$ cat src/hw/rtl/fpa_pkg.sv
// ----------------------------------------------------------------------------
// fpa_pkg
// Shared constants for the fixed-point ALU: operation codes, status codes
// and default sizes.
// ----------------------------------------------------------------------------
`default_nettype none

package fpa_pkg;

    // default sizes
    localparam int DATA_WIDTH_DEF = 32;
    localparam int FRAC_BITS_DEF  = 8;

    localparam int MODE_W   = 4;
    localparam int STATUS_W = 2;

    // operation codes
    localparam logic [MODE_W-1:0] OP_ADD    = 4'd0;
    localparam logic [MODE_W-1:0] OP_SUB    = 4'd1;
    localparam logic [MODE_W-1:0] OP_MUL    = 4'd2;
    localparam logic [MODE_W-1:0] OP_DIV    = 4'd3;
    localparam logic [MODE_W-1:0] OP_GT     = 4'd4;
    localparam logic [MODE_W-1:0] OP_LT     = 4'd5;
    localparam logic [MODE_W-1:0] OP_GE     = 4'd6;
    localparam logic [MODE_W-1:0] OP_LE     = 4'd7;
    localparam logic [MODE_W-1:0] OP_EQ     = 4'd8;
    localparam logic [MODE_W-1:0] OP_NE     = 4'd9;
    localparam logic [MODE_W-1:0] OP_MIN    = 4'd10;
    localparam logic [MODE_W-1:0] OP_MAX    = 4'd11;
    localparam logic [MODE_W-1:0] OP_INC    = 4'd12;
    localparam logic [MODE_W-1:0] OP_DEC    = 4'd13;
    localparam logic [MODE_W-1:0] OP_TO_INT = 4'd14;

    // status codes
    localparam logic [STATUS_W-1:0] ST_OK   = 2'd0;
    localparam logic [STATUS_W-1:0] ST_OVF  = 2'd1;
    localparam logic [STATUS_W-1:0] ST_DIV0 = 2'd2;

endpackage

`default_nettype wire

$ cat src/hw/rtl/fpa_div_cell.sv
// ----------------------------------------------------------------------------
// fpa_div_cell
// One restoring-division step: shifts in a numerator bit, subtracts the
// divisor when it fits, appends one quotient bit; carries the item along.
// ----------------------------------------------------------------------------
`default_nettype none

module fpa_div_cell #(
    parameter int DATA_WIDTH = fpa_pkg::DATA_WIDTH_DEF,
    parameter int NUM_W      = DATA_WIDTH + fpa_pkg::FRAC_BITS_DEF,
    parameter int SIDE_W     = DATA_WIDTH + 5
) (
    input  wire                   i_clk,
    input  wire                   i_rst_n,
    input  wire                   i_en,
    input  wire                   i_valid,
    input  wire [NUM_W-1:0]       i_num,
    input  wire [DATA_WIDTH-1:0]  i_rem,
    input  wire [NUM_W-1:0]       i_quo,
    input  wire [DATA_WIDTH-1:0]  i_den,
    input  wire [SIDE_W-1:0]      i_side,
    output logic                  o_valid,
    output logic [NUM_W-1:0]      o_num,
    output logic [DATA_WIDTH-1:0] o_rem,
    output logic [NUM_W-1:0]      o_quo,
    output logic [DATA_WIDTH-1:0] o_den,
    output logic [SIDE_W-1:0]     o_side
);

    logic [DATA_WIDTH:0] r2, rn;
    logic                fits;

    // trial subtract
    always_comb begin
        r2   = {i_rem, i_num[NUM_W-1]};
        fits = r2 >= {1'b0, i_den};
        rn   = fits ? (r2 - {1'b0, i_den}) : r2;
    end

    always_ff @(posedge i_clk) begin
        if (!i_rst_n) begin
            o_valid <= 1'b0;
        end else if (i_en) begin
            o_valid <= i_valid;
        end
        if (i_en) begin
            o_num  <= {i_num[NUM_W-2:0], 1'b0};
            o_rem  <= rn[DATA_WIDTH-1:0];
            o_quo  <= {i_quo[NUM_W-2:0], fits};
            o_den  <= i_den;
            o_side <= i_side;
        end
    end

endmodule

`default_nettype wire

$ cat config.mk
export PLATFORM = sky130hd
export DESIGN_NAME = fpa_div_cell
export DESIGN_NICKNAME = d
export VERILOG_FILES = /design/src/hw/rtl/fpa_pkg.sv /design/src/hw/rtl/fpa_div_cell.sv
export SDC_FILE = /design/constraint.sdc
export NUM_CORES = 1
export LEC_CHECK = 0
export ABC_AREA = 1
export BUFFER_PORTS_ARGS = -buffer_cell sky130_fd_sc_hd__buf_2
export CORE_MARGIN = 3
export CORE_UTILIZATION = 40
export DETAILED_ROUTE_END_ITERATION = 8
export PLACE_DENSITY = 0.66
export SKIP_CTS_REPAIR_TIMING = 1
export SYNTH_ARGS = -nofsm -noshare
export SYNTH_HDL_FRONTEND = slang
export SYNTH_SLANG_ARGS = --single-unit
$ cat constraint.sdc
create_clock -name i_clk -period 5.75 [get_ports i_clk]
set_input_delay 0.8625 -clock i_clk [delete_from_list [all_inputs] [get_ports i_clk]]
set_output_delay 0.8625 -clock i_clk [all_outputs]
set_load 0.02 [all_outputs]
# [Yosys cells after proc, flatten, opt, wreduce, memory -nomap -nowiden]
# Index checks and enable logic that the tools add are counted.
[classes] n_addsub=1 n_mux=1 n_lt_le_gt_ge=1
[op_table] operator="33-bit by 32-bit >= comparator with 1-bit output" n=1
[op_table] operator="32-bit 2-to-1 mux" n=1
[op_table] operator="32-bit subtractor" n=1
[totals] in_bits=185 wordCells=9 reg_bits=181

# [Logic depth before layout (Yosys ltp)]
[logic_depth] depth_word=2 depth_mapped=16 depth_no_buf=14

# [Least setup slack after synthesis]
# No wires, ideal clock.
[synth_timing] path_kind="input port to flip-flop" start="input port i_num[39]" end="register o_rem[16] (data pin)" path_buffers=0 path_stages=13 arrival_ns=2.225 path_slack_ns=3.273 setup_time_ns=0.252 path_cell_list="inv_1 -> ha_1 -> fa_1 -> inv_1 -> nand3_1 -> nand3_1 -> nand2_1 -> nand3_1 -> nand3_1 -> nand2_1 -> nand2_1 -> nand3_2 -> nand2_1"
[synth_via] elab_chain_len=2 word_cells_on_any_way=3
[synth_lines] element="start: declaration" line="fpa_div_cell.sv:17" source="input wire [NUM_W-1:0] i_num,"
[synth_lines] element="32-bit subtractor / 33-bit by 32-bit >= comparator with 1-bit output (equally long branches)" line="fpa_div_cell.sv:37, fpa_div_cell.sv:36"
[synth_lines] element="32-bit 2-to-1 mux *" line="fpa_div_cell.sv:37" source="rn = fits ? (r2 - {1'b0, i_den}) : r2;"
[synth_lines] element="net rn[16]" line="fpa_div_cell.sv:30" source="logic [DATA_WIDTH:0] r2, rn;"
[synth_lines] element="end signal: assignment" line="fpa_div_cell.sv:48" source="o_rem <= rn[DATA_WIDTH-1:0];"
[synth_lines] element="end: declaration" line="fpa_div_cell.sv:24" source="output logic [DATA_WIDTH-1:0] o_rem,"
# The timed path passes the listed nets; every way through them passes the cells marked *.
# A chain may end at the register's enable or synchronous reset.

# [Final worst setup path]
[layout_timing] start="input port i_rem[26]" end="register o_rem[27] (data pin)"
[layout_via] elab_chain_len=2 word_cells_on_any_way=3
[layout_lines] element="start: declaration" line="fpa_div_cell.sv:18" source="input wire [DATA_WIDTH-1:0] i_rem,"
[layout_lines] element="32-bit subtractor / 33-bit by 32-bit >= comparator with 1-bit output (equally long branches)" line="fpa_div_cell.sv:37, fpa_div_cell.sv:36"
[layout_lines] element="32-bit 2-to-1 mux *" line="fpa_div_cell.sv:37"
[layout_lines] element="net rn[27]" line="fpa_div_cell.sv:30"
# Marks and branches as above.

==> impl_metrics.yaml <==
worst_setup_path:
  worstPathArrival_ns: 3.23
  critical_path_buf_inv_count: 2
  crit_slowest_cell: "nor2_4"
  crit_top_cell: "nand2_1"
  crit_chain: "buf_2, ha_1, nand2_1, inv_1, nand2_1, nand2_1, a21oi_1, nand2_1, nor2_4, nand2_8, nand3_1, nand2_1"
  path_max_fanout: 35
  path_class: "in -> reg"
  cpPeakStageDelay_ns: 0.71
  worstPathRequired_ns: 5.95
  crit_family: "simple AND/OR/NAND/NOR gates"
  start_kind: "primary input"
  endpoint_kind: "flop"
die:
  die_w_um: 153
  core-area_um2: 21100
  start_util: 0.408
  pin_count: 367
  dieArea_um2: 23300
  die_h_um: 153
  rows: 53
clock_tree:
  worstSkewPairLatency_ns: 0.44
  cts_root_buffer: "clkbuf_16"
  cts_tree: "yes"
  clock_path_buffers: 2
  htreeDepth: 4
  cts-buffers-inserted: 17
  clkSlewWorstSetupHoldPaths_ns: 0.08
  clock-sinks: 181
route:
  vias_per_cell: 4.62
  via_count: 6909
  wirelength_mm: 26.5
  routedWlPerCell_um: 17.7
  drc: 0
  drt_iter0_markers: 363
  ant_nets: 0
  drt-pass1-iter-count: 5
placement:
  io_buffers: 364
  placed_cell_area_um2: 10700
  place_congestion: 0.862
  dp_hpwl_mm: 20.9
yosys:
  yosysWarnings: 0
  ys_ff_latch: 181
  netlist_area_um2: 8610
  seq_area_frac_synth: 0.630
  synth.top_cell.area_share: 0.628
  synthMostInstantiatedCell: "nand2_1"
  yosys-top-cells-area: "edfxtp_1 (63%), nand2_1 (12%), inv_1 (6.6%), ha_1 (4.6%), nand3_1 (3.3%)"
  synth_nets: 1051
  synth.distinct_cells: 29
  avgSynthCellArea_um2: 10.3
  synth_edf_count: 180
  synth-async-reset-ratio: 0
  synth_flop_cell: "edfxtp_1"
  synth_cells: 833
  synth_top_area_cell: "edfxtp_1"
  synth_commonest_cells: "nand2_1 (274), edfxtp_1 (180), inv_1 (151), nand3_1 (56), nor2_1 (34)"
timing:
  maxSlewViolCount: 0
  fin_crit_ns: 3.03
  slew_headroom: 0.378
  hold_viol: 0
  finalClockSkew_ns: 0
  setup_viol: 0
  whs_ns: 0.589
  grt_setup_unrepaired: "no"
  worstMarginPinSlew_ns: 0.931
  timing.final.crit_share: 0.527
  finalSetupTns_ns: 0
  fmax_ghz: 0.330
cells_and_area:
  fillCellCount: 1993
  finish.utilization: 0.535
  drive_gt1_frac: 0.344
  area_growth_pct: 31.1
  design_area_um2: 11300
  antenna_cells: 0
  regArea_um2: 5430
  nNetsFinal: 1425
  multi_input_area_um2: 2520
pwr:
  power_uw: 3490
  p_per_area_nw_per_um2: 309
  peakVddDrop_mv: 0.161
  power_leakage_uw: 0.00565
run:
  cap_violations: 0
min_path:
  hp-class: "in -> reg"
global_route:
  grt.overflow.total: 0
  grt_pass1_wl_mm: 39.2
  grt_max_degree: 89
  grt_pass1_vias: 6784
  grt_usage: 0.221
  antenna_found_initial: 2
status:
  outcome: "finished clean"
-- cells in the final DEF, fill, tap and decap left out, types with 2 or more instances in the layout --
cell / Yosys / layout
buf_2: 7 / 363
nand2_1: 274 / 274
edfxtp_1: 180 / 180
inv_1: 151 / 151
nand3_1: 56 / 56
nor2_1: 34 / 34
ha_1: 32 / 32
a21oi_1: 22 / 22
clkbuf_16: 0 / 17
xor2_1: 13 / 13
nand3_2: 11 / 11
nand3b_1: 11 / 11
and2_1: 8 / 8
nor3_1: 6 / 6
inv_8: 0 / 4
clkinv_4: 0 / 4
nand2_2: 3 / 3
nor2_2: 3 / 3
nor3_2: 3 / 3
nand4_1: 3 / 3
o21ai_0: 3 / 3
inv_6: 0 / 3
clkinv_8: 0 / 3
a21o_1: 2 / 2
buf_4: 1 / 2
-- logic make-up (layout without fill, tap and decap cells) --
group	Yosys count	in the layout	share of synthesized area
fa+ha+maj	33	33	0.0488
simple gates	415	415	0.213
other cells	1	1	0.000436
compound gates	27	27	0.0163
flops	181	181	0.630
buf+inv	162	549	0.0767
xor+xnor	14	14	0.0142
-- power by group --
| group | switching, uW | internal, uW |
|---|---|---|
| Combinational | 474 | 230 |
| Sequential | 27.2 | 1590 |
| Clock | 584 | 584 |
| Total | 1090 | 2410 |
-- flip-flops by register name (all words and copies together) (netlist names) --
name and flops:
o_den 32, o_rem 32, o_num 39, o_side 37, o_quo 40, o_valid 1
-- final cells by class --
cell class,instances,share of cell area
Tap cell,275,0.0305
Sequential cell,181,0.480
Multi-Input combinational cell,490,0.224
Clock inverter,14,0.0137
Clock buffer,18,0.0380
Timing Repair Buffer,366,0.163
Inverter,151,0.0502
-- metal layers --
layer  up-vias  share of wire  track usage
met2       261           0.52        0.394
met5         -        0.00075            0
met1      3157           0.40        0.265
met4         2          0.025       0.0717
li1       3450              -            -
met3        39          0.058       0.0491
-- worst reg2reg max path, stage by stage, from the launching register on --
cell and delay [ns]:
dfxtp_1 0.33, o21ai_0 0.18, a21oi_1 0.06
-- stage by stage --
stage	cells	setup WS, ns
finish	1495	2.72
global route	1495	2.42
CTS	1495	2.65
detailed placement	1463	2.19
global placement	1463	2.21
floorplan	833	3.27
-- worst paths after layout --
kind / startpoint / to / slack (ns) / depth (start not counted)
max: i_rem[26] / o_rem[27]$_DFFE_PP_ / 2.72 / 12
min: i_side[24] / o_side[24]$_DFFE_PP_ / 0.59 / 1
max reg2reg: o_valid$_SDFFE_PN0P_ / o_valid$_SDFFE_PN0P_ / 5.05 / 2
min reg2reg: o_valid$_SDFFE_PN0P_ / o_valid$_SDFFE_PN0P_ / 0.59 / 2
Note: power is estimated with default switching activity, not from simulation.
