$ cat src/hw/rtl/fpa_pkg.sv
// ----------------------------------------------------------------------------
// fpa_pkg
// Shared constants for the fixed-point ALU: operation codes, status codes
// and default sizes.
// ----------------------------------------------------------------------------
`default_nettype none

package fpa_pkg;

    // default sizes
    localparam int DATA_WIDTH_DEF = 32;
    localparam int FRAC_BITS_DEF  = 8;

    localparam int MODE_W   = 4;
    localparam int STATUS_W = 2;

    // operation codes
    localparam logic [MODE_W-1:0] OP_ADD    = 4'd0;
    localparam logic [MODE_W-1:0] OP_SUB    = 4'd1;
    localparam logic [MODE_W-1:0] OP_MUL    = 4'd2;
    localparam logic [MODE_W-1:0] OP_DIV    = 4'd3;
    localparam logic [MODE_W-1:0] OP_GT     = 4'd4;
    localparam logic [MODE_W-1:0] OP_LT     = 4'd5;
    localparam logic [MODE_W-1:0] OP_GE     = 4'd6;
    localparam logic [MODE_W-1:0] OP_LE     = 4'd7;
    localparam logic [MODE_W-1:0] OP_EQ     = 4'd8;
    localparam logic [MODE_W-1:0] OP_NE     = 4'd9;
    localparam logic [MODE_W-1:0] OP_MIN    = 4'd10;
    localparam logic [MODE_W-1:0] OP_MAX    = 4'd11;
    localparam logic [MODE_W-1:0] OP_INC    = 4'd12;
    localparam logic [MODE_W-1:0] OP_DEC    = 4'd13;
    localparam logic [MODE_W-1:0] OP_TO_INT = 4'd14;

    // status codes
    localparam logic [STATUS_W-1:0] ST_OK   = 2'd0;
    localparam logic [STATUS_W-1:0] ST_OVF  = 2'd1;
    localparam logic [STATUS_W-1:0] ST_DIV0 = 2'd2;

endpackage

`default_nettype wire

$ cat src/hw/rtl/fpa_back.sv
// ----------------------------------------------------------------------------
// fpa_back
// Last stage: rounds and saturates the division quotient, or passes the
// result already formed upstream.
// ----------------------------------------------------------------------------
`default_nettype none

module fpa_back #(
    parameter int DATA_WIDTH = fpa_pkg::DATA_WIDTH_DEF,
    parameter int NUM_W      = DATA_WIDTH + fpa_pkg::FRAC_BITS_DEF,
    parameter int SIDE_W     = DATA_WIDTH + 5
) (
    input  wire                            i_clk,
    input  wire                            i_rst_n,
    input  wire                            i_en,
    input  wire                            i_valid,
    input  wire [NUM_W-1:0]                i_quo,
    input  wire [DATA_WIDTH-1:0]           i_rem,
    input  wire [DATA_WIDTH-1:0]           i_den,
    input  wire [SIDE_W-1:0]               i_side,
    output logic                           o_valid,
    output logic [DATA_WIDTH-1:0]          o_res,
    output logic                           o_cmp,
    output logic [fpa_pkg::STATUS_W-1:0]   o_st
);

    localparam int W = DATA_WIDTH;
    localparam logic [NUM_W:0] LIMP = {{(NUM_W+2-W){1'b0}}, {(W-1){1'b1}}};
    localparam logic [W-1:0]   MAXW = {1'b0, {(W-1){1'b1}}};
    localparam logic [W-1:0]   MINW = {1'b1, {(W-1){1'b0}}};

    logic           is_div, neg, rnd;
    logic [NUM_W:0] q2, lim;
    logic [W-1:0]   n_res;
    logic [1:0]     n_st;

    // round half away from zero on the magnitude, then saturate
    always_comb begin
        is_div = i_side[W+4];
        neg    = i_side[W+3];
        rnd    = {i_rem, 1'b0} >= {1'b0, i_den};
        q2     = {1'b0, i_quo} + (NUM_W+1)'(rnd);
        lim    = neg ? (LIMP + (NUM_W+1)'(1)) : LIMP;
        n_res  = i_side[W-1:0];
        n_st   = i_side[W+1:W];
        if (is_div) begin
            if (q2 > lim) begin
                n_st  = fpa_pkg::ST_OVF;
                n_res = neg ? MINW : MAXW;
            end else begin
                n_st  = fpa_pkg::ST_OK;
                n_res = neg ? (~q2[W-1:0] + W'(1)) : q2[W-1:0];
            end
        end
    end

    always_ff @(posedge i_clk) begin
        if (!i_rst_n) begin
            o_valid <= 1'b0;
        end else if (i_en) begin
            o_valid <= i_valid;
        end
        if (i_en) begin
            o_res <= n_res;
            o_cmp <= i_side[W+2];
            o_st  <= n_st;
        end
    end

endmodule

`default_nettype wire
$ cat config.mk
export PLATFORM = sky130hd
export DESIGN_NAME = fpa_back
export DESIGN_NICKNAME = d
export VERILOG_FILES = /design/src/hw/rtl/fpa_pkg.sv /design/src/hw/rtl/fpa_back.sv
export SDC_FILE = /design/constraint.sdc
export NUM_CORES = 1
export LEC_CHECK = 0
export ABC_CLOCK_PERIOD_IN_PS = 9100
export BUFFER_PORTS_ARGS = -buffer_cell sky130_fd_sc_hd__buf_4
export CORE_UTILIZATION = 56
export CTS_CLUSTER_DIAMETER = 200
export DETAILED_ROUTE_END_ITERATION = 8
export PLACE_DENSITY = 0.86
export SYNTH_ARGS = -nofsm -noshare
export SYNTH_HDL_FRONTEND = slang
export SYNTH_SLANG_ARGS = --single-unit
$ cat constraint.sdc
create_clock -name i_clk -period 9.1 [get_ports i_clk]
set_clock_uncertainty 0.1 [all_clocks]
set_input_delay 0.455 -clock i_clk [delete_from_list [all_inputs] [get_ports i_clk]]
set_output_delay 0.455 -clock i_clk [all_outputs]
set_load 0.01 [all_outputs]
After elaboration in Yosys (flattened, before gate mapping):

Index checks and enable logic that the tools add are counted.

* bits in registers: 36
* input bits: 145
* output and inout port bits: 36
* logic and storage cells: 16

* $add $sub $neg: 2
* order comparisons: 2
* mux-type cells: 7
* bitwise gates (word level): 1

Operator list (number)
* $mux 32: 5
* $add 40x1->41: 1
* $gt 41x32->1: 1
* $ge 33x32->1: 1
* $add 32x1->32 const B: 1
* $not 32->32: 1
* $mux 2: 1
* $mux 1: 1

Depth between registers and ports, before layout:

* word-level depth: 7
* gate-level depth with buffers: 31
* mapped depth without buffers: 29

Worst setup path after synthesis:

No wires, ideal clock.

* path kind: in2reg
* from: input i_den[18]
* to: register o_res[31] (data pin)
* setup time: 267 ps
* arrival time: 5349 ps
* data required time: 8733 ps
* path slack: 3384 ps
* cell stages on the path: 31
* path buffers: 2
* cell sequence: inv_1 > ha_1 > a21o_1 > a21o_1 > a21o_1 > a21oi_1 > nor2b_1 > o211ai_1 > a211oi_1 > a2111oi_0 > o21ai_0 > ha_1 > ha_1 > buf_2 > nand2_1 > nor2_4 > nand3_1 > nor2_1 > xnor2_1 > inv_1 > ha_1 > nand4_1 > nor4_1 > and3_1 > a211oi_1 > nor2_1 > nand3_4 > buf_2 > mux2i_1 > a21oi_1 > nand3_1

* word-level cells in the longest chain between the ends: 7
* elaborated cells on any way between the ends: 8
* classes of those cells: add/sub: 2; order compare: 2; mux: 3; bitwise: 1

Ends and longest elaborated chain
* start, declared: line fpa_back.sv:19 `input wire [DATA_WIDTH-1:0] i_den,`
* $ge 33x32->1 *: line fpa_back.sv:41 `rnd = {i_rem, 1'b0} >= {1'b0, i_den};`
* $add 40x1->41 *: line fpa_back.sv:42 `q2 = {1'b0, i_quo} + (NUM_W+1)'(rnd);`
* $not 32->32: line fpa_back.sv:52 `n_res = neg ? (~q2[W-1:0] + W'(1)) : q2[W-1:0];`
* $add 32x1->32: line fpa_back.sv:52
* $mux 32: line fpa_back.sv:52
* $mux 32 *: line fpa_back.sv:47 `if (q2 > lim) begin`
* $mux 32 *: line fpa_back.sv:46 `if (is_div) begin`
* named net n_res[31]: line fpa_back.sv:34 `logic [W-1:0] n_res;`
* end signal, assigned: line fpa_back.sv:64 `o_res <= n_res;`
* end, declared: line fpa_back.sv:22 `output logic [DATA_WIDTH-1:0] o_res,`

Mark *: on every way through the listed nets, which the timed path passes. The rest lies on a longest branch.
A chain may end at the register's enable or synchronous reset.

Worst setup path after layout:

* from: input i_rem[17]
* to: register o_res[7] (data pin)

* word-level cells in the longest chain between the ends: 7
* elaborated cells on any way between the ends: 8
* classes of those cells: add/sub: 2; order compare: 2; mux: 3; bitwise: 1

Ends and longest elaborated chain
* start, declared: line fpa_back.sv:18 `input wire [DATA_WIDTH-1:0] i_rem,`
* $ge 33x32->1 *: line fpa_back.sv:41
* $add 40x1->41 *: line fpa_back.sv:42
* $not 32->32: line fpa_back.sv:52
* $add 32x1->32: line fpa_back.sv:52
* $mux 32: line fpa_back.sv:52
* $mux 32 *: line fpa_back.sv:47
* $mux 32 *: line fpa_back.sv:46
* named net n_res[7]: line fpa_back.sv:34

Marks and branches as above.

==> run_results.csv <==
group,metric,value,unit
placement,io_buffers,180,
synthesis,synthArstFlopShare,0,
power,comb_power_share,0.425,
floorplanning,die_w,98.85,um
timing,finalSetupViolations,0,
critical_path,startpoint_type,"input pin",
floorplanning,ios,181,
grt,grt_pass1_vias,5486,
clock_network,clock_latency,0.29,ns
floorplanning,start_util,0.5908,
timing,fmax,0.1472,GHz
critical_path,required,9.05,ns
timing,finalCritPeriodShare,0.7466,
grt,grt_usage,0.3360,
critical_path,crit_start,"i_rem[17]",
clock_network,cts_buffers,5,
critical_path,cp_common_cell,"ha_1",
clock_network,cts-root-buf,"clkbuf_8",
clock_network,cts.sinks,36,
power,power_switching,0.1899,mW
placement,placed_cell_area,0.006610,sq mm
timing,relSlewSlack,0.4131,
synthesis,ys_seq_area_frac,0.2039,
synthesis,synth-seq-cells,36,
clock_network,ctsHtreeMaxLevel,2,
timing,rsz0062_at_grt,"false",
placement,hpwl,13.07,mm
floorplanning,die_h,98.85,um
clock_network,cts_tree,"done",
floorplanning,rows,34,
finish,fillers,629,
critical_path,slowest_stage,"a2111oi_0",
power,seq_power_share,0.356,
critical_path,crit_type,"in2reg",
finish,final_common_cell,"buf_4",
route,drt_wl_total,16.31,mm
grt,antenna_found_initial,0,
min_path,hold_path_class,"in2reg",
clock_network,post-cts-setup-buffer-count,0,
timing,period_minus_slack,6.794,ns
placement,place_congestion,0.9370,
critical_path,crit_fanout,45,
synthesis,synth_nets,866,
route,drcViolationCount,1,
synthesis,yosysWarningCount,0,
clock_network,cts_resized,0,
synthesis,avgSynthCellArea,8.019,sq um
timing,max_slew.worst_pin.slew,0.8786,ns
route,detail-route-antenna-nets,0,
synthesis,netlist_top_cells_area,"edfxtp_1 (20%), ha_1 (16%), inv_1 (4.3%)",
synthesis,synthFlopType,"edfxtp_1",
power,peakVddDrop,0.00005650,V
clock_network,clockBufferDepth,2,
critical_path,rrSetupSlack,8.41,ns
route,viasPerCell,6.274,
timing,hold_viol,0,
synthesis,yosys.area.top_type_share,0.2001,
route,num_vias,5797,
min_path,holdCritStartpoint,"i_side[34]",
critical_path,crit_path_end_kind,"register",
synthesis,netlist_instances,655,
power,clkPwrFrac,0.220,
power,p_per_area,85.48,mW/mm^2
clock_network,clkSlewWorstSetupHoldPaths,0.07,ns
grt,grt_pass1_wl,26.47,mm
route,initialDrtViolationCount,466,
synthesis,synth_area,0.005253,sq mm
timing,tns,0,ns
route,routedWlPerCell,17.65,um
floorplanning,core_area,0.008891,sq mm
power,power.internal,0.3837,mW
status,status,"finished, violations left",
finish,nets,1026,
finish,layout_common_cells,"buf_4 (180), ha_1 (66), inv_1 (60)",
grt,grt_max_degree,69,
grt,overflow,0,
synthesis,yosysTopAreaCell,"edfxtp_1",
critical_path,arrival,6.74,ns
finish,final_area,0.006710,sq mm
synthesis,synth_edf_count,35,
finish,area_delta_synth_final,27.75,%
floorplanning,die-area,0.009770,sq mm
status,violations,"design-rule violations",
power,leakage,3.078,nW
power,p_sw_frac,0.3310,
finish,drive_gt1_frac,0.2659,
critical_path,r2r_start,"o_valid",
route,firstDrtPassIters,9,
critical_path,critPathMaxStageDelay,0.45,ns
finish,diodes,0,
clock_network,cts_hold_buf,0,
timing,drv_slew,0,
synthesis,yosysUniqueCellTypes,78,
flow_run,drv_cap,0,
sequential cells by signal, indices dropped and copies added (netlist names):
name     cells
o_valid      1
o_st         2
o_cmp        1
o_res       32
layout make-up:
class	count	area [sq um]	area share
sequential	36	1071	0.1596
inverter	61	229.0	0.03412
multi-input combinational	531	3824	0.5698
clock buffer	8	100.1	0.01492
timing repair buffer	180	1351	0.2014
tap	108	135.1	0.02014
cells in the mapped netlist, drive strengths merged, types with 13 or more instances:
master / instances
xor2: 14
nor3: 20
o21ai: 31
xnor2: 20
buf: 14
clkbuf: 13
a21oi: 39
inv: 60
nor2: 45
edfxtp: 35
nand4: 34
nor4: 17
nand3: 39
nand2: 51
ha: 66
a21o: 14
power by group through the flow:
stage	combinational (mW)	clock, mW	sequential [mW]
floorplan	0.115	0	0.216
global placement	0.231	0	0.207
detailed placement	0.239	0	0.208
CTS	0.240	0.126	0.204
global route	0.266	0.130	0.205
finish	0.244	0.126	0.204
cells by family (layout without fill, tap and decap cells):
logic type,Yosys count,after routing,synth area share
AND/OR/NAND/NOR,258,258,0.2787
AO/OA/AOI/OAI,161,161,0.2106
buffers and inverters,88,249,0.06813
adder cells (fa/ha/maj),66,66,0.1572
flip-flops,36,36,0.2039
XOR/XNOR,34,34,0.05812
multiplexers,12,12,0.02334
metal layers:
layer,wire [um],part of all wire,up-vias,global-route usage
li1,-,-,2777,-
met3,1358,0.083,36,0.03617
met1,6936,0.43,2659,0.4555
met2,7592,0.47,325,0.5600
met4,421,0.026,0,0.1068
met5,0,0,-,0
per-stage QoR:
step | power (mW) | util | hold WS (ns) | cells | worst slack, ns
finish | 0.5736 | 0.7547 | 0.2384 | 924 | 2.306
global route | 0.6020 | 0.7547 | 0.2409 | 924 | 1.859
CTS | 0.5707 | 0.7547 | 0.2362 | 924 | 2.387
detailed placement | 0.4464 | 0.7435 | 0.4256 | 916 | 2.075
global placement | 0.4373 | 0.7435 | 0.3992 | 916 | 2.345
floorplan | 0.3308 | - | 0.4383 | 655 | 3.384
critical path: cells and delay by family:
| kind | cells | cell delay, ns |
|---|---|---|
| AND/OR/NAND/NOR | 11 | 2.53 |
| AO/OA/AOI/OAI | 11 | 1.99 |
| adder cells (fa/ha/maj) | 4 | 1.23 |
| XOR/XNOR | 1 | 0.28 |
| buffers and inverters | 2 | 0.26 |
path summary, 6_finish.rpt:
path | to | cells after the start
setup / recovery | o_res[7] | 29
hold / removal | o_cmp | 1
setup reg to reg | o_valid | 2
hold reg to reg | o_valid | 2
Note: power is estimated with default switching activity, not from simulation.
