## src/hw/rtl/fpa_pkg.sv

```systemverilog
// ----------------------------------------------------------------------------
// fpa_pkg
// Shared constants for the fixed-point ALU: operation codes, status codes
// and default sizes.
// ----------------------------------------------------------------------------
`default_nettype none

package fpa_pkg;

    // default sizes
    localparam int DATA_WIDTH_DEF = 32;
    localparam int FRAC_BITS_DEF  = 8;

    localparam int MODE_W   = 4;
    localparam int STATUS_W = 2;

    // operation codes
    localparam logic [MODE_W-1:0] OP_ADD    = 4'd0;
    localparam logic [MODE_W-1:0] OP_SUB    = 4'd1;
    localparam logic [MODE_W-1:0] OP_MUL    = 4'd2;
    localparam logic [MODE_W-1:0] OP_DIV    = 4'd3;
    localparam logic [MODE_W-1:0] OP_GT     = 4'd4;
    localparam logic [MODE_W-1:0] OP_LT     = 4'd5;
    localparam logic [MODE_W-1:0] OP_GE     = 4'd6;
    localparam logic [MODE_W-1:0] OP_LE     = 4'd7;
    localparam logic [MODE_W-1:0] OP_EQ     = 4'd8;
    localparam logic [MODE_W-1:0] OP_NE     = 4'd9;
    localparam logic [MODE_W-1:0] OP_MIN    = 4'd10;
    localparam logic [MODE_W-1:0] OP_MAX    = 4'd11;
    localparam logic [MODE_W-1:0] OP_INC    = 4'd12;
    localparam logic [MODE_W-1:0] OP_DEC    = 4'd13;
    localparam logic [MODE_W-1:0] OP_TO_INT = 4'd14;

    // status codes
    localparam logic [STATUS_W-1:0] ST_OK   = 2'd0;
    localparam logic [STATUS_W-1:0] ST_OVF  = 2'd1;
    localparam logic [STATUS_W-1:0] ST_DIV0 = 2'd2;

endpackage

`default_nettype wire

```

## src/hw/rtl/fpa_front.sv

```systemverilog
// ----------------------------------------------------------------------------
// fpa_front
// Entry stages: decode, simple operations, magnitude multiply (stage 0),
// multiply rounding and saturation (stage 1), divider operand setup.
// ----------------------------------------------------------------------------
`default_nettype none

module fpa_front #(
    parameter int DATA_WIDTH = fpa_pkg::DATA_WIDTH_DEF,
    parameter int FRAC_BITS  = fpa_pkg::FRAC_BITS_DEF,
    parameter int NUM_W      = DATA_WIDTH + FRAC_BITS,
    parameter int SIDE_W     = DATA_WIDTH + 5
) (
    input  wire                          i_clk,
    input  wire                          i_rst_n,
    input  wire                          i_en,
    input  wire                          i_valid,
    input  wire [fpa_pkg::MODE_W-1:0]    i_mode,
    input  wire [DATA_WIDTH-1:0]         i_a,
    input  wire [DATA_WIDTH-1:0]         i_b,
    output logic                         o_valid,
    output logic [SIDE_W-1:0]            o_side,
    output logic [NUM_W-1:0]             o_num,
    output logic [DATA_WIDTH-1:0]        o_den
);

    localparam int W  = DATA_WIDTH;
    localparam int PW = 2 * DATA_WIDTH + 1;
    localparam logic [W-1:0]  MAXW = {1'b0, {(W-1){1'b1}}};
    localparam logic [W-1:0]  MINW = {1'b1, {(W-1){1'b0}}};
    localparam logic [PW-1:0] HALF = PW'(1) << (FRAC_BITS - 1);
    localparam logic [PW-1:0] LIMP = {{(W+2){1'b0}}, {(W-1){1'b1}}};

    // stage 0 registers
    logic                       r_v0;
    logic [fpa_pkg::MODE_W-1:0] r_mode;
    logic [W-1:0]               r_res, n_res;
    logic                       r_cmp, n_cmp;
    logic [1:0]                 r_st, n_st;
    logic                       r_neg;
    logic [2*W-1:0]             r_prod;
    logic [NUM_W-1:0]           r_num;
    logic [W-1:0]               r_den;

    logic [W-1:0] ma, mb, sum, diff, shr;
    logic         lt, gt, eq;

    // operand decode and simple operations
    always_comb begin
        ma   = i_a[W-1] ? (~i_a + W'(1)) : i_a;
        mb   = i_b[W-1] ? (~i_b + W'(1)) : i_b;
        sum  = i_a + i_b;
        diff = i_a - i_b;
        shr  = W'($signed(i_a) >>> FRAC_BITS);
        lt   = $signed(i_a) < $signed(i_b);
        gt   = $signed(i_a) > $signed(i_b);
        eq   = (i_a == i_b);
        n_res = '0;
        n_cmp = 1'b0;
        n_st  = fpa_pkg::ST_OK;
        case (i_mode)
            fpa_pkg::OP_ADD: begin
                n_res = sum;
                if ((i_a[W-1] == i_b[W-1]) && (sum[W-1] != i_a[W-1])) begin
                    n_st  = fpa_pkg::ST_OVF;
                    n_res = i_a[W-1] ? MINW : MAXW;
                end
            end
            fpa_pkg::OP_SUB: begin
                n_res = diff;
                if ((i_a[W-1] != i_b[W-1]) && (diff[W-1] != i_a[W-1])) begin
                    n_st  = fpa_pkg::ST_OVF;
                    n_res = i_a[W-1] ? MINW : MAXW;
                end
            end
            fpa_pkg::OP_MUL: n_res = '0;
            fpa_pkg::OP_DIV: begin
                if (i_b == '0) n_st = fpa_pkg::ST_DIV0;
            end
            fpa_pkg::OP_GT:  n_cmp = gt;
            fpa_pkg::OP_LT:  n_cmp = lt;
            fpa_pkg::OP_GE:  n_cmp = !lt;
            fpa_pkg::OP_LE:  n_cmp = !gt;
            fpa_pkg::OP_EQ:  n_cmp = eq;
            fpa_pkg::OP_NE:  n_cmp = !eq;
            fpa_pkg::OP_MIN: n_res = lt ? i_a : i_b;
            fpa_pkg::OP_MAX: n_res = gt ? i_a : i_b;
            fpa_pkg::OP_INC: begin
                if (i_a == MAXW) begin
                    n_st  = fpa_pkg::ST_OVF;
                    n_res = i_a;
                end else begin
                    n_res = i_a + W'(1);
                end
            end
            fpa_pkg::OP_DEC: begin
                if (i_a == MINW) begin
                    n_st  = fpa_pkg::ST_OVF;
                    n_res = i_a;
                end else begin
                    n_res = i_a - W'(1);
                end
            end
            fpa_pkg::OP_TO_INT: n_res = shr;
            default: n_res = '0;
        endcase
    end

    always_ff @(posedge i_clk) begin
        if (!i_rst_n) begin
            r_v0 <= 1'b0;
        end else if (i_en) begin
            r_v0 <= i_valid;
        end
        if (i_en) begin
            r_mode <= i_mode;
            r_res  <= n_res;
            r_cmp  <= n_cmp;
            r_st   <= n_st;
            r_neg  <= i_a[W-1] ^ i_b[W-1];
            r_prod <= (2*W)'(ma) * (2*W)'(mb);
            r_num  <= {ma, {FRAC_BITS{1'b0}}};
            r_den  <= mb;
        end
    end

    // stage 1: multiply rounding (ties away from zero) and saturation
    logic [PW-1:0] psum, pq, plim;
    logic [W-1:0]  res1;
    logic [1:0]    st1;
    logic          is_div;

    always_comb begin
        psum = {1'b0, r_prod} + HALF;
        pq   = psum >> FRAC_BITS;
        plim = r_neg ? (LIMP + PW'(1)) : LIMP;
        res1 = r_res;
        st1  = r_st;
        if (r_mode == fpa_pkg::OP_MUL) begin
            if (pq > plim) begin
                st1  = fpa_pkg::ST_OVF;
                res1 = r_neg ? MINW : MAXW;
            end else begin
                res1 = r_neg ? (~pq[W-1:0] + W'(1)) : pq[W-1:0];
            end
        end
        is_div = (r_mode == fpa_pkg::OP_DIV) && (r_st != fpa_pkg::ST_DIV0);
    end

    always_ff @(posedge i_clk) begin
        if (!i_rst_n) begin
            o_valid <= 1'b0;
        end else if (i_en) begin
            o_valid <= r_v0;
        end
        if (i_en) begin
            o_side <= {is_div, r_neg, r_cmp, st1, res1};
            o_num  <= r_num;
            o_den  <= r_den;
        end
    end

endmodule

`default_nettype wire

```

## config.mk

```make
export PLATFORM = sky130hd
export DESIGN_NAME = fpa_front
export DESIGN_NICKNAME = d
export VERILOG_FILES = /design/src/hw/rtl/fpa_pkg.sv /design/src/hw/rtl/fpa_front.sv
export SDC_FILE = /design/constraint.sdc
export NUM_CORES = 2
export LEC_CHECK = 0
export ABC_AREA = 1
export BUFFER_PORTS_ARGS = -buffer_cell sky130_fd_sc_hd__buf_2
export CAP_MARGIN = 15
export CORE_MARGIN = 2
export CORE_UTILIZATION = 45
export DETAILED_ROUTE_END_ITERATION = 8
export RECOVER_POWER = 100
export SLEW_MARGIN = 20
export SYNTH_ARGS = -nofsm -noshare
export SYNTH_HDL_FRONTEND = slang
export SYNTH_SLANG_ARGS = --single-unit
export TNS_END_PERCENT = 10
```

## constraint.sdc

```tcl
create_clock -name i_clk -period 13.85 [get_ports i_clk]
set_clock_uncertainty 0.15 [all_clocks]
set_input_delay 2.77 -clock i_clk [delete_from_list [all_inputs] [get_ports i_clk]]
set_output_delay 2.77 -clock i_clk [all_outputs]
set_load 0.05 [all_outputs]
```

Word-level counts from Yosys, hierarchy flattened
Index checks and enable logic that the tools add are counted.
- bitwise logic cells: 4
- multiply operators: 1
- equality and inequality tests: 23
- reduce and logical (&&, ||, !) cells: 8
- $lt $le $gt $ge: 3
- add/sub/neg operators: 8
- muxes and demuxes: 24
- operator list (kind ; number):
    two-way mux 32 bit ; 14
    one-hot mux 32 bit (7 select lines) ; 1
    adder 32 x 1 -> 32 bit, second input constant ; 4
    inverter 32 bit ; 3
    adder 64 x 8 -> 65 bit, second input constant ; 1
    multiplier 32 x 32 -> 64 bit ; 1
    greater-than comparator 57 x 32 -> 1 bit ; 1
    adder 32 bit ; 1
    equality test 32 x 31 -> 1 bit, second input constant ; 1
    equality test 32 bit ; 1
    equality test 32 bit, second input constant ; 1
    greater-than comparator 32 bit ; 1
    logical NOT 32 bit ; 1
    < comparator 32 bit ; 1
    subtractor 32 x 1 -> 32 bit, second input constant ; 1
    subtractor 32 bit ; 1
    equality test 4 bit, second input constant ; 7
    equality test 4 x 3 -> 1 bit, second input constant ; 4
    equality test 4 x 2 -> 1 bit, second input constant ; 3
    one-hot mux 2 bit (5 select lines) ; 1
    two-way mux 2 bit ; 3
    one-hot mux 1 bit (6 select lines) ; 1
    equality test 4 x 1 -> 1 bit, second input constant ; 1
    logical NOT 4 bit ; 1
    7 further kinds ; 16
- input bits: 72
- logic and storage cells: 84
- output and inout port bits: 110
- register bits after elaboration: 271

Logic depth before layout (Yosys ltp)
- word-level depth: 6
- gate-level depth with buffers: 42
- mapped depth without buffers: 41

Worst setup path after synthesis
Ideal clock, no wire load.
- kind: input port to flip-flop
- from: in i_a[0]
- to: reg r_prod[51] (data pin)
- arrival: 10562 ps
- path slack: 2885 ps
- data required time: 13448 ps
- cell stages on the path: 36
- buffers on the path: 2
- library setup time: 252 ps
- path through: clkinv_1 > clkbuf_1 > ha_1 > nand3_1 > nor2_1 > inv_1 > nor2_1 > nand2_1 > xor2_1 > nand2_1 > o21ai_2 > clkbuf_1 > nor2_1 > fa_1 > fa_1 > inv_1 > fa_1 > inv_1 > fa_1 > inv_1 > fa_1 > fa_1 > fa_1 > fa_1 > inv_1 > ha_1 > a21oi_1 > inv_1 > a31oi_1 > o21ai_0 > a21oi_1 > inv_1 > a221oi_1 > nand2_1 > nand2_1 > nand2_1
- word-level cells in the longest chain between the ends: 4
- RTL lines (item ; RTL line ; text):
    start: declaration ; fpa_front.sv:19 ; input wire [DATA_WIDTH-1:0] i_a,
    inverter 32 bit ; fpa_front.sv:50 ; ma = i_a[W-1] ? (~i_a + W'(1)) : i_a;
    adder 32 x 1 -> 32 bit ; fpa_front.sv:50 ;
    two-way mux 32 bit * ; fpa_front.sv:50 ;
    multiplier 32 x 32 -> 64 bit * ; fpa_front.sv:121 ; r_prod <= (2*W)'(ma) * (2*W)'(mb);
    end signal: assignment ; fpa_front.sv:121 ;
    end: declaration ; fpa_front.sv:41 ; logic [2*W-1:0] r_prod;
Every way passes the cells marked *; elsewhere a longest branch is shown, timed or not.
A chain may end at the register's enable or synchronous reset.

Final worst setup path
- from: in i_b[0]
- to: reg r_prod[56] (data pin)
- word-level cells in the longest chain between the ends: 4
- RTL lines (item ; RTL line ; text):
    start: declaration ; fpa_front.sv:20 ; input wire [DATA_WIDTH-1:0] i_b,
    inverter 32 bit ; fpa_front.sv:51 ; mb = i_b[W-1] ? (~i_b + W'(1)) : i_b;
    adder 32 x 1 -> 32 bit ; fpa_front.sv:51 ;
    two-way mux 32 bit * ; fpa_front.sv:51 ;
    multiplier 32 x 32 -> 64 bit * ; fpa_front.sv:121 ;
Marks and branches as above.

==> run_results.csv <==
group,metric,value,unit
sta,finalCriticalPeriod,12.96,ns
status,status,"finished with violations",
final_layout,fill_cells,12350,
clocking,cts_sinks,264,
placed_design,gp_congestion,1.022,
sta,setup_viol,0,
critical_path,path_max_fanout,23,
sta,rsz0062_at_grt,"no",
sta,worst_pin_slew,3.713,ns
global_route,grt_first_pass_wirelength,332000,um
worst_hold_path,hold_class,"reg -> reg",
final_layout,drive_gt1_share,3.719,%
placed_design,hpwl,184700,um
status,violations,"capacitance limit, slew limit",
synthesis,synth_area_leaders,"fa_1, edfxtp_1, nand2_1",
synthesis,synth_top_area_share,32.66,%
synthesis,syn-cell-area,55040,sq um
die,initial_core_util,45.28,%
clocking,cts_tree,"done",
placed_design,io_buffer_count,173,
synthesis,yosysSeqAreaShare,14.37,%
critical_path,path_class,"in -> reg",
global_route,overflow,0,
drt,routed_wl,228800,um
synthesis,yosysMostFrequentCell,"nand2_1",
die,row_count,128,
final_layout,seqCellArea,7908,sq um
sta,timing.fmax,77.17,MHz
drt,drcViolationCount,0,
global_route,grt_antenna_before_repair,22,
job,timing.max_cap.violations,34,
final_layout,multi_input_area,40220,sq um
synthesis,yosys_warnings,0,
clocking,post_cts_resized,0,
global_route,track_usage,36.45,%
die,die_w,353.7,um
die,dieHeight,353.7,um
drt,post_drt_wl_per_cell,25.50,um
drt,drtPass1Iterations,8,
die,io_pins,182,
synthesis,syn_inst,7261,
critical_path,end_kind,"flip-flop",
synthesis,ys_async_sr_fraction,0,%
die,dieArea,125100,sq um
critical_path,crit_path_start_kind,"input port",
synthesis,synth_cell_types,60,
synthesis,synthAdderAreaFrac,40.85,%
synthesis,synth-edff-count,262,
sta,max_slew_margin,-147.5,%
synthesis,synthTopCellsByCount,"nand2_1, inv_1, nor2_1, fa_1, ha_1",
critical_path,critPathMostFrequentCell,"fa_1",
global_route,grt_max_degree,144,
drt,drtIter0Drc,5445,
final_layout,nets,8645,
critical_path,crit_slowest_cell,"clkbuf_1",
sta,final_max_slew_viol_count,1011,
synthesis,synth_xor_area_share,2.607,%
critical_path,cp.required,14.08,ns
critical_path,cp.arrival,13.19,ns
clocking,clkLatencyLatePin,0.64,ns
synthesis,synth_compound_area_share,6.495,%
sta,hold_viol,0,
clocking,post-cts-setup-buffers,0,
drt,ant_nets,0,
clocking,cts_root_buffer,"clkbuf_16",
sta,fin_crit_sh,93.56,%
synthesis,yosys_most_used_dff,"edfxtp_1",
clocking,clk_pin_slew,0.07,ns
synthesis,yosys.area.top_type,"fa_1",
synthesis,ys_seq_elements,264,
synthesis,postSynthAreaPerCell,7.580,sq um
critical_path,cp_slowest_stage_delay,1.58,ns
sta,fin_tns_setup,0,ns
final_layout,syn_to_final_growth,6.477,%
clocking,clock_path_buffers,3,
synthesis,muxShareOfSynthArea,0,%
clocking,cts_made_buffers,36,
die,coreArea,121600,sq um
synthesis,yosys.area_share.simple,22.94,%
drt,avgViaCountPerCell,5.566,
clocking,cts_hold_buf,0,
synthesis,synth_top_family_by_area,"adder cells",
drt,vias,49930,
clocking,cts_htree_levels,2,
global_route,grt_pass1_vias,49480,
registers in the layout, summed over array words and instances (netlist names):
register,cells
o_den,32
o_num,32
o_side,37
o_valid,1
r_cmp,1
r_den,32
r_mode,4
r_neg,1
r_num,32
r_prod,57
r_res,32
r_st,2
r_v0,1
layout make-up:
class                      instances  area share, %
multi-input combinational       5183          68.64
timing repair buffer             287          2.430
inverter                        1543          9.883
clock inverter                    26         0.5167
clock buffer                      38          1.550
antenna                            5        0.02135
tap                             1625          3.469
sequential                       264          13.49
placed cells by master (no fill, tap or decap), drive strengths merged, types with 3 or more instances in the layout:
cell type	synthesis	layout
a211oi	9	9
a21boi	6	6
a21o	13	13
a21oi	266	266
a311oi	3	3
a31oi	33	33
buf	89	136
bufinv	0	4
clkbuf	189	189
clkinv	16	28
clkinvlp	0	6
conb	1	8
diode	0	5
edfxtp	262	262
fa	898	898
ha	360	360
inv	1527	1531
nand2	1723	1723
nand3	247	247
nand3b	8	8
nand4	86	86
nor2	944	944
nor3	73	73
nor4	23	23
o211ai	42	42
o21a	19	19
o21ai	224	224
o21bai	8	8
o31ai	3	3
or2	6	6
xnor2	25	25
xor2	138	138
final timing paths:
path	startpoint	endpoint	slack, ns	cells after the start
worst min-delay path	r_num[38]$_DFFE_PP_	o_num[38]$_DFFE_PP_	0.26	0
worst max-delay path	i_b[0]	r_prod[56]$_DFFE_PP_	0.89	34
worst max register to register	r_neg$_DFFE_PP_	o_side[5]$_DFFE_PP_	7.43	16
worst min register to register	r_num[38]$_DFFE_PP_	o_num[38]$_DFFE_PP_	0.26	0
logic make-up (layout without fill, tap and decap cells):
group	Yosys count	count (layout)
flip-flops	264	264
adder cells (fa/ha/maj)	1258	1258
XOR/XNOR	163	163
buffers and inverters	1821	1894
AO/OA/AOI/OAI	640	640
AND/OR/NAND/NOR	3114	3114
other	1	13
stage by stage:
stage	hold slack [ns]	setup slack [ns]	cell area [sq um]	utilization, %	cells
floorplan	0.2503	2.885	55070	-	7268
global route	0.2640	0.6864	58590	48.20	8967
detailed placement	0.2545	1.199	57730	47.49	8902
global placement	0.2505	1.185	57730	47.49	8902
finish	0.2569	0.8913	58610	48.21	8971
CTS	0.2649	1.845	58940	48.49	8966
critical path: cells and delay by family:
| kind | cells | cell delay [ns] |
|---|---|---|
| fa+ha+maj | 9 | 4.61 |
| buf+inv | 8 | 2.67 |
| simple gates | 14 | 2.12 |
| compound gates | 2 | 0.84 |
| xor+xnor | 1 | 0.17 |
routing by layer:
metal  vias to the layer above  wire length, um  global-route usage, %
met1                     24820            94460                  50.61
li1                      22110                -                      -
met3                       439            24430                  8.335
met5                         -               52                      0
met4                         8            10430                  14.31
met2                      2553            99410                  55.29
Power is left out: the tool's default activity adds up to more than one toggle a clock period on the data nets, which glitch-free logic cannot reach.
